`src/design/cbsd_pkg.sv`:
```
// Shared types, codes and constants of the centred boxcar smoother.
`default_nettype none

package cbsd_pkg;

  localparam int SAMPLE_BITS  = 32;
  localparam int FREQ_BITS    = 32;
  localparam int CFG_BITS     = 32;
  localparam int CFG_IDX_BITS = 3;
  localparam int HW_BITS      = 4;
  localparam int FACTOR_BITS  = 8;

  typedef enum logic [CFG_IDX_BITS-1:0] {
    REG_HALF_WINDOW  = 3'd0,
    REG_DECIMATION   = 3'd1,
    REG_SMOOTH_START = 3'd2,
    REG_BAND_LOW     = 3'd3,
    REG_BAND_HIGH    = 3'd4
  } cbsd_reg_e;

  localparam logic [HW_BITS-1:0]     RST_HALF_WINDOW  = 4'd0;
  localparam logic [FACTOR_BITS-1:0] RST_DECIMATION   = 8'd1;
  localparam logic [FREQ_BITS-1:0]   RST_SMOOTH_START = 32'd3355;
  localparam logic [FREQ_BITS-1:0]   RST_BAND_LOW     = 32'd17;
  localparam logic [FREQ_BITS-1:0]   RST_BAND_HIGH    = 32'd25165824;

  typedef enum logic [3:0] {
    ST_IDLE,
    ST_UPDATE,
    ST_MAIN,
    ST_EM_RD,
    ST_EM_EVAL,
    ST_EM_DIV,
    ST_EM_OUT,
    ST_FL_STEP,
    ST_FL_CHK,
    ST_FL_SUB
  } cbsd_state_e;

  typedef enum logic [1:0] {
    RD_OLDEST,
    RD_DROP,
    RD_CENTER
  } cbsd_rd_e;

  typedef struct packed {
    logic     idle;
    logic     update;
    logic     set_k;
    logic     step_k;
    logic     drop;
    logic     capture;
    logic     div_start;
    logic     out_load;
    logic     restart;
    cbsd_rd_e rd_sel;
  } cbsd_cmd_t;

  typedef struct packed {
    logic take;
    logic series_end;
    logic main_emit;
    logic k_zero;
    logic flush_sub;
    logic flush_emit;
    logic raw;
    logic div_busy;
    logic out_free;
  } cbsd_status_t;

endpackage

`default_nettype wire

```
`src/design/cbsd_div.sv`:
```
// Restoring divider, one quotient bit per cycle.
`default_nettype none

module cbsd_div #(
  parameter int DIVIDEND_W = 37,
  parameter int DIVISOR_W  = 6,
  parameter int QUOT_W     = 32
) (
  input  logic                  clk_i,
  input  logic                  rst_ni,
  input  logic                  start_i,
  input  logic [DIVIDEND_W-1:0] dividend_i,
  input  logic [DIVISOR_W-1:0]  divisor_i,
  output logic                  busy_o,
  output logic [QUOT_W-1:0]     quotient_o
);

  localparam int STEP_W = $clog2(QUOT_W + 1);

  logic                 busy_q;
  logic [STEP_W-1:0]    step_q;
  logic [DIVISOR_W-1:0] rem_q;
  logic [DIVISOR_W-1:0] den_q;
  logic [QUOT_W-1:0]    quo_q;
  logic [DIVISOR_W:0]   shifted;
  logic [DIVISOR_W:0]   diff;
  logic                 ge;

  assign shifted = {rem_q, quo_q[QUOT_W-1]};
  assign ge      = shifted >= {1'b0, den_q};
  assign diff    = shifted - {1'b0, den_q};

  always_ff @(posedge clk_i or negedge rst_ni) begin
    if (!rst_ni) begin
      busy_q <= 1'b0;
      step_q <= '0;
    end else if (start_i) begin
      busy_q <= 1'b1;
      step_q <= '0;
    end else if (busy_q) begin
      step_q <= step_q + STEP_W'(1);
      if (step_q == STEP_W'(QUOT_W - 1)) begin
        busy_q <= 1'b0;
      end
    end
  end

  // The quotient fits QUOT_W bits, so the top dividend bits start below the divisor.
  always_ff @(posedge clk_i) begin
    if (start_i) begin
      rem_q <= DIVISOR_W'(dividend_i >> QUOT_W);
      quo_q <= dividend_i[QUOT_W-1:0];
      den_q <= divisor_i;
    end else if (busy_q) begin
      rem_q <= ge ? diff[DIVISOR_W-1:0] : shifted[DIVISOR_W-1:0];
      quo_q <= {quo_q[QUOT_W-2:0], ge};
    end
  end

  assign busy_o     = busy_q;
  assign quotient_o = quo_q;

endmodule

`default_nettype wire

```
`src/design/cbsd_ctrl.sv`:
```
// Sequencing state machine: update, main result, end-of-series flush.
`default_nettype none

module cbsd_ctrl (
  input  logic                   clk_i,
  input  logic                   rst_ni,
  input  cbsd_pkg::cbsd_status_t status_i,
  output cbsd_pkg::cbsd_cmd_t    cmd_o
);

  import cbsd_pkg::*;

  cbsd_state_e state_q, state_d;

  always_ff @(posedge clk_i or negedge rst_ni) begin
    if (!rst_ni) begin
      state_q <= ST_IDLE;
    end else begin
      state_q <= state_d;
    end
  end

  always_comb begin
    cmd_o        = '0;
    cmd_o.rd_sel = RD_OLDEST;
    state_d      = state_q;
    unique case (state_q)
      ST_IDLE: begin
        cmd_o.idle   = 1'b1;
        cmd_o.rd_sel = RD_OLDEST;
        if (status_i.take) begin
          state_d = ST_UPDATE;
        end
      end
      ST_UPDATE: begin
        cmd_o.update = 1'b1;
        state_d      = ST_MAIN;
      end
      ST_MAIN: begin
        cmd_o.set_k = 1'b1;
        if (status_i.main_emit) begin
          state_d = ST_EM_RD;
        end else if (status_i.series_end) begin
          state_d = ST_FL_STEP;
        end else begin
          state_d = ST_IDLE;
        end
      end
      ST_EM_RD: begin
        cmd_o.rd_sel = RD_CENTER;
        state_d      = ST_EM_EVAL;
      end
      ST_EM_EVAL: begin
        cmd_o.capture = 1'b1;
        if (status_i.raw) begin
          state_d = ST_EM_OUT;
        end else begin
          cmd_o.div_start = 1'b1;
          state_d         = ST_EM_DIV;
        end
      end
      ST_EM_DIV: begin
        if (!status_i.div_busy) begin
          state_d = ST_EM_OUT;
        end
      end
      ST_EM_OUT: begin
        if (status_i.out_free) begin
          cmd_o.out_load = 1'b1;
          state_d        = status_i.series_end ? ST_FL_STEP : ST_IDLE;
        end
      end
      ST_FL_STEP: begin
        if (status_i.k_zero) begin
          cmd_o.restart = 1'b1;
          state_d       = ST_IDLE;
        end else begin
          cmd_o.step_k = 1'b1;
          state_d      = ST_FL_CHK;
        end
      end
      ST_FL_CHK: begin
        cmd_o.rd_sel = RD_DROP;
        if (status_i.flush_sub) begin
          state_d = ST_FL_SUB;
        end else if (status_i.flush_emit) begin
          state_d = ST_EM_RD;
        end else begin
          state_d = ST_FL_STEP;
        end
      end
      ST_FL_SUB: begin
        cmd_o.drop = 1'b1;
        state_d    = status_i.flush_emit ? ST_EM_RD : ST_FL_STEP;
      end
      default: begin
        state_d = ST_IDLE;
      end
    endcase
  end

endmodule

`default_nettype wire

```
`src/design/cbsd_dp.sv`:
```
// Datapath: configuration, sample ring, running sum, divider and result register.
`default_nettype none

module cbsd_dp #(
  parameter int MAX_HALF_WINDOW = 15
) (
  input  logic                                clk_i,
  input  logic                                rst_ni,
  input  logic                                cfg_we_i,
  input  logic [cbsd_pkg::CFG_IDX_BITS-1:0]   cfg_index_i,
  input  logic [cbsd_pkg::CFG_BITS-1:0]       cfg_data_i,
  input  logic                                in_valid_i,
  input  logic [cbsd_pkg::FREQ_BITS-1:0]      frequency_i,
  input  logic [cbsd_pkg::SAMPLE_BITS-1:0]    sample_value_i,
  input  logic                                series_end_i,
  input  logic                                out_ready_i,
  output logic                                out_valid_o,
  output logic [cbsd_pkg::FREQ_BITS-1:0]      out_frequency_o,
  output logic [cbsd_pkg::SAMPLE_BITS-1:0]    out_value_o,
  output logic                                kept_o,
  output logic                                run_last_o,
  input  cbsd_pkg::cbsd_cmd_t                 cmd_i,
  output cbsd_pkg::cbsd_status_t              status_o
);

  import cbsd_pkg::*;

  localparam int RING_DEPTH = 2 * MAX_HALF_WINDOW + 1;
  localparam int PTR_W      = $clog2(RING_DEPTH);
  localparam int CW         = $clog2(2 * RING_DEPTH);
  localparam int SUM_W      = SAMPLE_BITS + $clog2(RING_DEPTH);
  localparam int ENTRY_W    = FREQ_BITS + SAMPLE_BITS;

  logic [HW_BITS-1:0]     hw_q;
  logic [FACTOR_BITS-1:0] fac_q;
  logic [FREQ_BITS-1:0]   start_q;
  logic [FREQ_BITS-1:0]   low_q;
  logic [FREQ_BITS-1:0]   high_q;

  logic cfg_hw_wr, cfg_fac_wr, cfg_start_wr, cfg_low_wr, cfg_high_wr;
  logic restart;

  logic [FACTOR_BITS-1:0] fac_eff;
  logic [FACTOR_BITS-1:0] cfg_fac_eff;
  logic [FACTOR_BITS-1:0] restart_fac;
  logic [CW-1:0]          h;
  logic [CW-1:0]          w;

  logic [SUM_W-1:0]       sum_q;
  logic [CW-1:0]          seen_q;
  logic [PTR_W-1:0]       ptr_q;
  logic [FACTOR_BITS-1:0] phase_q;
  logic [CW-1:0]          k_q;
  logic [CW-1:0]          cnt_q;
  logic                   flush_q;
  logic                   end_q;

  logic [FREQ_BITS-1:0]   f_in_q;
  logic [SAMPLE_BITS-1:0] s_in_q;
  logic [FREQ_BITS-1:0]   cur_freq_q;
  logic [SAMPLE_BITS-1:0] raw_val_q;
  logic                   raw_q;

  logic [ENTRY_W-1:0]     mem [RING_DEPTH];
  logic [ENTRY_W-1:0]     rdata_q;
  logic [FREQ_BITS-1:0]   rd_freq;
  logic [SAMPLE_BITS-1:0] rd_sample;
  logic [CW-1:0]          rd_off;
  logic [CW-1:0]          ptr_ext;
  logic [PTR_W-1:0]       raddr;

  logic [SUM_W-1:0]       old_sample;
  logic [SUM_W-1:0]       sum_upd;
  logic                   take;
  logic                   is_raw;
  logic                   dec;
  logic                   band;
  logic                   last;
  logic [FACTOR_BITS-1:0] phase_nxt;
  logic                   out_valid_q;
  logic                   out_free;
  logic                   div_busy;
  logic [SAMPLE_BITS-1:0] quotient;

  always_comb begin
    cfg_hw_wr    = 1'b0;
    cfg_fac_wr   = 1'b0;
    cfg_start_wr = 1'b0;
    cfg_low_wr   = 1'b0;
    cfg_high_wr  = 1'b0;
    if (cfg_we_i) begin
      unique case (cfg_index_i)
        REG_HALF_WINDOW:  cfg_hw_wr    = 1'b1;
        REG_DECIMATION:   cfg_fac_wr   = 1'b1;
        REG_SMOOTH_START: cfg_start_wr = 1'b1;
        REG_BAND_LOW:     cfg_low_wr   = 1'b1;
        REG_BAND_HIGH:    cfg_high_wr  = 1'b1;
        default: ;
      endcase
    end
  end

  always_ff @(posedge clk_i or negedge rst_ni) begin
    if (!rst_ni) begin
      hw_q    <= RST_HALF_WINDOW;
      fac_q   <= RST_DECIMATION;
      start_q <= RST_SMOOTH_START;
      low_q   <= RST_BAND_LOW;
      high_q  <= RST_BAND_HIGH;
    end else begin
      if (cfg_hw_wr)    hw_q    <= cfg_data_i[HW_BITS-1:0];
      if (cfg_fac_wr)   fac_q   <= cfg_data_i[FACTOR_BITS-1:0];
      if (cfg_start_wr) start_q <= cfg_data_i[FREQ_BITS-1:0];
      if (cfg_low_wr)   low_q   <= cfg_data_i[FREQ_BITS-1:0];
      if (cfg_high_wr)  high_q  <= cfg_data_i[FREQ_BITS-1:0];
    end
  end

  assign fac_eff     = (fac_q == '0) ? FACTOR_BITS'(1) : fac_q;
  assign cfg_fac_eff = (cfg_data_i[FACTOR_BITS-1:0] == '0) ? FACTOR_BITS'(1)
                                                           : cfg_data_i[FACTOR_BITS-1:0];
  assign restart_fac = cfg_fac_wr ? cfg_fac_eff : fac_eff;
  assign restart     = cmd_i.restart || cfg_hw_wr || cfg_fac_wr;

  assign h = (32'(hw_q) > MAX_HALF_WINDOW) ? CW'(MAX_HALF_WINDOW) : CW'(hw_q);
  assign w = {h[CW-2:0], 1'b1};

  // Ring read address: ptr minus an offset, modulo the ring depth.
  always_comb begin
    unique case (cmd_i.rd_sel)
      RD_OLDEST: rd_off = w;
      RD_DROP:   rd_off = k_q + h + CW'(2);
      RD_CENTER: rd_off = k_q + CW'(1);
      default:   rd_off = w;
    endcase
    ptr_ext = CW'(ptr_q);
    if (ptr_ext >= rd_off) begin
      raddr = PTR_W'(ptr_ext - rd_off);
    end else begin
      raddr = PTR_W'(ptr_ext + CW'(RING_DEPTH) - rd_off);
    end
  end

  always_ff @(posedge clk_i) begin
    if (cmd_i.update) begin
      mem[ptr_q] <= {f_in_q, s_in_q};
    end
    rdata_q <= mem[raddr];
  end

  assign rd_freq   = rdata_q[ENTRY_W-1 -: FREQ_BITS];
  assign rd_sample = rdata_q[SAMPLE_BITS-1:0];

  assign take       = in_valid_i && cmd_i.idle;
  assign is_raw     = rd_freq < start_q;
  assign old_sample = (seen_q >= w) ? SUM_W'(rd_sample) : '0;
  assign sum_upd    = sum_q + SUM_W'(s_in_q) - old_sample;

  always_ff @(posedge clk_i or negedge rst_ni) begin
    if (!rst_ni) begin
      sum_q   <= '0;
      seen_q  <= '0;
      ptr_q   <= '0;
      phase_q <= RST_DECIMATION;
    end else if (restart) begin
      sum_q   <= '0;
      seen_q  <= '0;
      ptr_q   <= '0;
      phase_q <= restart_fac;
    end else begin
      if (cmd_i.update) begin
        sum_q  <= sum_upd;
        ptr_q  <= (ptr_q == PTR_W'(RING_DEPTH - 1)) ? '0 : ptr_q + PTR_W'(1);
        seen_q <= (seen_q < CW'(RING_DEPTH)) ? seen_q + CW'(1) : seen_q;
      end
      if (cmd_i.drop) begin
        sum_q <= sum_q - SUM_W'(rd_sample);
      end
      if (cmd_i.out_load) begin
        phase_q <= phase_nxt;
      end
    end
  end

  always_ff @(posedge clk_i or negedge rst_ni) begin
    if (!rst_ni) begin
      k_q     <= '0;
      cnt_q   <= '0;
      flush_q <= 1'b0;
      end_q   <= 1'b0;
    end else begin
      if (cmd_i.set_k) begin
        k_q     <= h;
        cnt_q   <= (seen_q < w) ? seen_q : w;
        flush_q <= 1'b0;
      end else if (cmd_i.step_k) begin
        k_q     <= k_q - CW'(1);
        flush_q <= 1'b1;
      end else if (cmd_i.drop) begin
        cnt_q <= cnt_q - CW'(1);
      end
      if (take) begin
        end_q <= series_end_i;
      end
    end
  end

  cbsd_div #(
    .DIVIDEND_W(SUM_W),
    .DIVISOR_W (CW),
    .QUOT_W    (SAMPLE_BITS)
  ) u_div (
    .clk_i     (clk_i),
    .rst_ni    (rst_ni),
    .start_i   (cmd_i.div_start),
    .dividend_i(sum_q),
    .divisor_i (cnt_q),
    .busy_o    (div_busy),
    .quotient_o(quotient)
  );

  assign dec       = phase_q >= fac_eff;
  assign phase_nxt = (dec ? '0 : phase_q) + FACTOR_BITS'(1);
  assign band      = (cur_freq_q > low_q) && (cur_freq_q < high_q);
  assign last      = flush_q ? (k_q == '0) : (end_q && (h == '0));
  assign out_free  = !out_valid_q || out_ready_i;

  always_ff @(posedge clk_i or negedge rst_ni) begin
    if (!rst_ni) begin
      out_valid_q <= 1'b0;
    end else if (cmd_i.out_load) begin
      out_valid_q <= 1'b1;
    end else if (out_ready_i) begin
      out_valid_q <= 1'b0;
    end
  end

  always_ff @(posedge clk_i) begin
    if (take) begin
      f_in_q <= frequency_i;
      s_in_q <= sample_value_i;
    end
    if (cmd_i.capture) begin
      cur_freq_q <= rd_freq;
      raw_val_q  <= rd_sample;
      raw_q      <= is_raw;
    end
    if (cmd_i.out_load) begin
      out_frequency_o <= cur_freq_q;
      out_value_o     <= raw_q ? raw_val_q : quotient;
      kept_o          <= dec && band;
      run_last_o      <= last;
    end
  end

  assign out_valid_o = out_valid_q;

  always_comb begin
    status_o            = '0;
    status_o.take       = take;
    status_o.series_end = end_q;
    status_o.main_emit  = seen_q >= h + CW'(2);
    status_o.k_zero     = k_q == '0;
    status_o.flush_sub  = seen_q >= k_q + h + CW'(2);
    status_o.flush_emit = seen_q >= k_q + CW'(2);
    status_o.raw        = is_raw;
    status_o.div_busy   = div_busy;
    status_o.out_free   = out_free;
  end

endmodule

`default_nettype wire

```
`src/design/centered_boxcar_smooth_decimate_core.sv`:
```
// Top level of the centred boxcar smoother with decimation and band selection.
//
//  channel  direction  handshake               payload
//  in       input      in_valid_i / in_ready_o frequency_i, sample_value_i, series_end_i
//  out      output     out_valid_o/out_ready_i out_frequency_o, out_value_o, kept_o,
//                                              run_last_o
//  cfg      input      cfg_we_i                cfg_index_i, cfg_data_i
//
// An item with no result passes the idle, update and main states. Each result is read
// from the ring and captured, the mean of an averaged result coming from a bit-serial
// divider that resolves one quotient bit a cycle, then loaded into the output register.
// A final item steps through each flushed position, dropping a sample where due, then
// restarts the series. Reset needs no clearing pass. A result waiting in the output
// register stalls the next result load until taken; one item is worked on at a time.
`default_nettype none

module centered_boxcar_smooth_decimate_core #(
  parameter int MAX_HALF_WINDOW = 15
) (
  input  logic                              clk_i,
  input  logic                              rst_ni,
  input  logic                              cfg_we_i,
  input  logic [cbsd_pkg::CFG_IDX_BITS-1:0] cfg_index_i,
  input  logic [cbsd_pkg::CFG_BITS-1:0]     cfg_data_i,
  input  logic                              in_valid_i,
  output logic                              in_ready_o,
  input  logic [cbsd_pkg::FREQ_BITS-1:0]    frequency_i,
  input  logic [cbsd_pkg::SAMPLE_BITS-1:0]  sample_value_i,
  input  logic                              series_end_i,
  output logic                              out_valid_o,
  input  logic                              out_ready_i,
  output logic [cbsd_pkg::FREQ_BITS-1:0]    out_frequency_o,
  output logic [cbsd_pkg::SAMPLE_BITS-1:0]  out_value_o,
  output logic                              kept_o,
  output logic                              run_last_o
);

  import cbsd_pkg::*;

  cbsd_cmd_t    cmd;
  cbsd_status_t status;

  cbsd_ctrl u_ctrl (
    .clk_i   (clk_i),
    .rst_ni  (rst_ni),
    .status_i(status),
    .cmd_o   (cmd)
  );

  cbsd_dp #(
    .MAX_HALF_WINDOW(MAX_HALF_WINDOW)
  ) u_dp (
    .clk_i          (clk_i),
    .rst_ni         (rst_ni),
    .cfg_we_i       (cfg_we_i),
    .cfg_index_i    (cfg_index_i),
    .cfg_data_i     (cfg_data_i),
    .in_valid_i     (in_valid_i),
    .frequency_i    (frequency_i),
    .sample_value_i (sample_value_i),
    .series_end_i   (series_end_i),
    .out_ready_i    (out_ready_i),
    .out_valid_o    (out_valid_o),
    .out_frequency_o(out_frequency_o),
    .out_value_o    (out_value_o),
    .kept_o         (kept_o),
    .run_last_o     (run_last_o),
    .cmd_i          (cmd),
    .status_o       (status)
  );

  assign in_ready_o = cmd.idle;

endmodule

`default_nettype wire

```
`config.mk`:
```
export PLATFORM = sky130hd
export DESIGN_NAME = centered_boxcar_smooth_decimate_core
export DESIGN_NICKNAME = d
export VERILOG_FILES = /design/src/design/cbsd_pkg.sv /design/src/design/cbsd_div.sv /design/src/design/cbsd_ctrl.sv /design/src/design/cbsd_dp.sv /design/src/design/centered_boxcar_smooth_decimate_core.sv
export SDC_FILE = /design/constraint.sdc
export NUM_CORES = 2
export LEC_CHECK = 0
export BUFFER_PORTS_ARGS = -buffer_cell sky130_fd_sc_hd__buf_2
export CAP_MARGIN = 15
export CORE_AREA = 3 3 636 512
export DETAILED_ROUTE_END_ITERATION = 6
export DIE_AREA = 0 0 639 515
export PLACE_DENSITY_LB_ADDON = 0.05
export SLEW_MARGIN = 20
export SYNTH_ARGS = -nofsm -noshare
export SYNTH_HDL_FRONTEND = slang
export SYNTH_HIERARCHICAL = 1
export SYNTH_SLANG_ARGS = --single-unit
```
`constraint.sdc`:
```
create_clock -name clk_i -period 9.5 [get_ports clk_i]
set_clock_uncertainty 0.15 [all_clocks]
set_input_delay 1.425 -clock clk_i [delete_from_list [all_inputs] [get_ports clk_i]]
set_output_delay 1.425 -clock clk_i [all_outputs]
set_load 0.01 [all_outputs]
```
==> impl_summary.txt <==
----------------------------------------------------
[Logic synthesis]
  Fraction of synthesized cell area taken by the top area cell type ... 0.614
  Compound-cell area share of the yosys netlist ... 0.172
  Post-synthesis cell count ... 7985
  Post-Synth Adder-Cell Area ... 0.0337
  Number of flip-flops and latches in the synthesized netlist ... 2477
  Distinct cell type count of the synthesized netlist ... a little over 90
  Most used DFF post-synth ... sky130_fd_sc_hd__edfxtp_1
  Number of flops mapped to enable cells by yosys ... 2222
  Net Count, Synth ... around 8400
  Warning count from the yosys run ... 6
  Dominant cells by area after synthesis ... sky130_fd_sc_hd__edfxtp_1 61%, sky130_fd_sc_hd__o22ai_1 5.2%, sky130_fd_sc_hd__dfrtp_1 4.1%
  Average instance area after synthesis ... 13.6 um2
  Summed instance area of the synthesized netlist ... about 0.11 mm2
  Simple-gate share of the synthesized area ... 0.0509
  Post-synthesis xor/xnor area fraction ... 0.00741
  Cell accounting for the most synthesized area ... sky130_fd_sc_hd__edfxtp_1
  Register area share after synthesis ... 0.670
  Proportion of synthesized area in mux cells ... 0.0302
  Combinational family with the most area after synthesis ... compound AO/OA/AOI/OAI gates
  Synth async-reset ratio ... 0.0767

[Clock network]
  Clock tree from TritonCTS ... yes
  Number of clock sinks ... around 2500
  Number of buffers added to fix hold violations after cts ... 0
  Clock root buffer master ... sky130_fd_sc_hd__clkbuf_16
  TritonCTS buffer count ... between 200 and 300
  Clock transition at the register clock pins on the worst setup and hold paths after CTS ... 0.06 ns
  Clk_lat worst skew ... 0.87 ns
  Buffers from clock root to sink, at most ... 4
  Number of gates resized after cts ... 0
  H-tree level count ... 5
  Setup Buffers After CTS ... 0

[Place]
  Routability congestion estimate ... 0.795
  HPWL reported at the end of detailed placement ... 235 mm
  Input/output buffers ... 172
  Total instance count after detailed placement ... 12011
  Setup slack after placement ... 2.02 ns

[Global route]
  Vias in the first global route ... 71368
  Global-route wire length before repair ... 562 mm
  Pin count of the biggest net entering global routing ... 167
  Antenna violations before repair ... 32
  Total global routing overflow ... 0
  Total GRT Usage ... 0.239

[Layout]
  Post-Layout Cell Count ... approximately 13000
  Number of nets in the final layout ... 8453
  Fin util ... 0.388
  Fraction of layout cells with a size suffix above 1 ... 0.134
  Most common cell after layout, fill and taps aside ... sky130_fd_sc_hd__edfxtp_1
  Area growth, synth to finish ... 14.2%
  Most frequent cells in the layout ... 2222 x sky130_fd_sc_hd__edfxtp_1, 898 x sky130_fd_sc_hd__o22ai_1, 456 x sky130_fd_sc_hd__o21ai_0

[Drt]
  Detailed-router iteration count before antenna repair ... 6
  Number of violations reported at the end of detailed-routing iteration 0 ... 7994
  Detailed-route DRC error count ... 0
  Detail-routed net length per standard cell ... 32.2 um
  Routed vias ... 74854
  Final wirelength ... around 400 mm
  Vias per cell ... 5.97
  Count of nets left with antenna violations after detail routing ... 0

[Timing]
  Period Utilization, post-route ... 0.793
  Final count of negative-setup-slack endpoints ... 0
  Min cycle time layout ... 7.54 ns
  Setup slack of the critical path after layout ... 1.96 ns
  Pin slew with the least headroom to its limit ... 1.14 ns
  Number of slew-limit violations in the final report ... 0
  Top achievable clock speed ... 133 MHz
  Setup repair after global routing missed its margin ... no
  Final sum of negative setup slack ... 0 ns
  Number of failing hold endpoints at the final stage ... 0
  Max_slew headroom ... 0.234

[Run]
  Number of maximum-capacitance constraint violations ... 0

[Worst setup path]
  Worst path bufs/invs ... 3
  Chain of cells forming the critical path ... nand2b_4 > nor3_1 > inv_1 > ha_1 > a21oi_1 > o21ai_0 > ha_4 > a21bo_1 > a211oi_2 > o21bai_1 > nand2_2 > and2_4 > a21oi_4 > buf_12 > buf_12 > o221ai_1 > o22ai_1 > nor2_1 > nor4_1
  Worst setup EP type ... register
  Endpoint required time on the critical path ... 10.08 ns
  Critical path arrival ... 8.11 ns
  Category of cells accounting for the largest share of critical-path delay ... compound AO/OA/AOI/OAI gates
  Worst-path cell with the longest stage delay ... sky130_fd_sc_hd__o21bai_1
  Crit-path most repeated cell ... sky130_fd_sc_hd__buf_12
  Setup slack of the most critical reg-to-reg path ... approximately 2 ns
  Critical path start-end classification ... register to register
  Kind of start point of the critical path ... register
  Delay of the slowest cell on the worst path ... between 0.8 and 0.9 ns
  Worst-path maximum fanout ... 62

[Power]
  Power Total ... roughly 50 mW
  Total power per unit cell area ... 409 mW/mm2
  Peak supply drop ... 0.612 mV
  Leakage power of the design ... 41.1 nW

[Floorplan]
  Standard-cell rows ... 186
  Placeable core area ... 0.320 mm2
  Height of the chip ... 515 um
  I/O Pins ... between 150 and 200
  Horizontal die dimension ... 639 um
  Starting density of the core ... 0.339
  Area enclosed by the die boundary ... 0.329 mm2

[Run status]
  Run status ... complete, no violations

[Hold path]
  Kind of path behind the tightest hold check ... register to register

----------------------------------------------------
[cell families after synthesis]
logic type / count (synthesis)
AOI/OAI and AO/OA: 2735
DFF: 2477
and+or+nand+nor: 1156
buffers and inverters: 951
muxes: 305
adders and majority gates: 270
xor gates and xnor gates: 91
[sequential cells by signal, summed over array words and instances (netlist names), 8 cells and up]
signal                 flops
u_dp/mem                1984
u_dp/rdata_q              64
u_dp/sum_q                37
u_dp/cur_freq_q           32
u_dp/f_in_q               32
u_dp/high_q               32
u_dp/low_q                32
u_dp/out_frequency_o      32
u_dp/out_value_o          32
u_dp/raw_val_q            32
u_dp/s_in_q               32
u_dp/start_q              32
u_dp/u_div/quotient_o     32
u_dp/fac_q                 8
u_dp/phase_q               8
[layout make-up]
cell class	count	area, um2
diodes	3	7.51
clock buffers	400	8090
clock inverters	107	1010
fillers	29808	196000
inverters	335	1260
multi-input cells	4557	32400
flip-flops and latches	2477	72800
well taps	4230	5290
repair buffers	423	3210
[power by group]
part	leakage, nW	internal (mW)	switching [mW]	total, mW
combinational	13.7	8.11	17.2	25.3
sequential	23.0	13.3	1.19	14.4
clock	4.44	6.38	4.55	10.9
[worst paths after layout]
kind,end,cells past startpoint,startpoint
min in group asynchronous,u_dp/high_q[16],1,rst_ni
worst min-delay path,u_dp/cur_freq_q[17],0,u_dp/rdata_q[49]
worst max register to register,u_dp/rdata_q[13],19,u_ctrl/state_q[2]
max in group asynchronous,u_dp/sum_q[18],2,rst_ni
worst min register to register,u_dp/cur_freq_q[17],0,u_dp/rdata_q[49]
worst max-delay path,u_dp/rdata_q[13],19,u_ctrl/state_q[2]
[per-layer routing]
metal  vias to the layer above  track usage  routed length [um]
met5                         -            0                   0
li1                      32403            -                   -
met2                      2903        0.360              176000
met3                       504       0.0356               28300
met4                         0       0.0514                8550
met1                     39044        0.361              190000
[cells in the mapped netlist, types with 34 or more instances]
cell	number
sky130_fd_sc_hd__buf_2	176
sky130_fd_sc_hd__a21o_1	86
sky130_fd_sc_hd__a31oi_1	55
sky130_fd_sc_hd__dfrtp_1	177
sky130_fd_sc_hd__o22a_1	39
sky130_fd_sc_hd__a211oi_1	121
sky130_fd_sc_hd__xnor2_1	57
sky130_fd_sc_hd__nand3_1	103
sky130_fd_sc_hd__mux2_2	176
sky130_fd_sc_hd__o311ai_0	57
sky130_fd_sc_hd__o211ai_1	51
sky130_fd_sc_hd__and2_1	44
sky130_fd_sc_hd__clkbuf_1	355
sky130_fd_sc_hd__dfxtp_1	65
sky130_fd_sc_hd__o22ai_1	898
sky130_fd_sc_hd__o21ai_0	456
sky130_fd_sc_hd__a21oi_1	239
sky130_fd_sc_hd__nor2b_1	40
sky130_fd_sc_hd__fa_1	37
sky130_fd_sc_hd__nor2_1	196
sky130_fd_sc_hd__edfxtp_1	2222
sky130_fd_sc_hd__inv_1	335
sky130_fd_sc_hd__a22oi_1	43
sky130_fd_sc_hd__ha_1	233
sky130_fd_sc_hd__or3_1	45
sky130_fd_sc_hd__o221ai_1	417
sky130_fd_sc_hd__nand2_1	351
sky130_fd_sc_hd__nand4_1	34
sky130_fd_sc_hd__nor3_1	234
sky130_fd_sc_hd__a311oi_1	81
sky130_fd_sc_hd__mux2i_1	127
sky130_fd_sc_hd__buf_1	68
[per-stage QoR]
stage / hold WS (ns) / instance area [um2]
2_1_floorplan: 0.250 / 109000
3_3_place_gp: 0.315 / 115000
3_5_place_dp: 0.306 / 115000
4_1_cts: 0.323 / 124000
5_1_grt: 0.331 / 124000
6_report: 0.317 / 124000
Power figures use the tool's default switching activity.
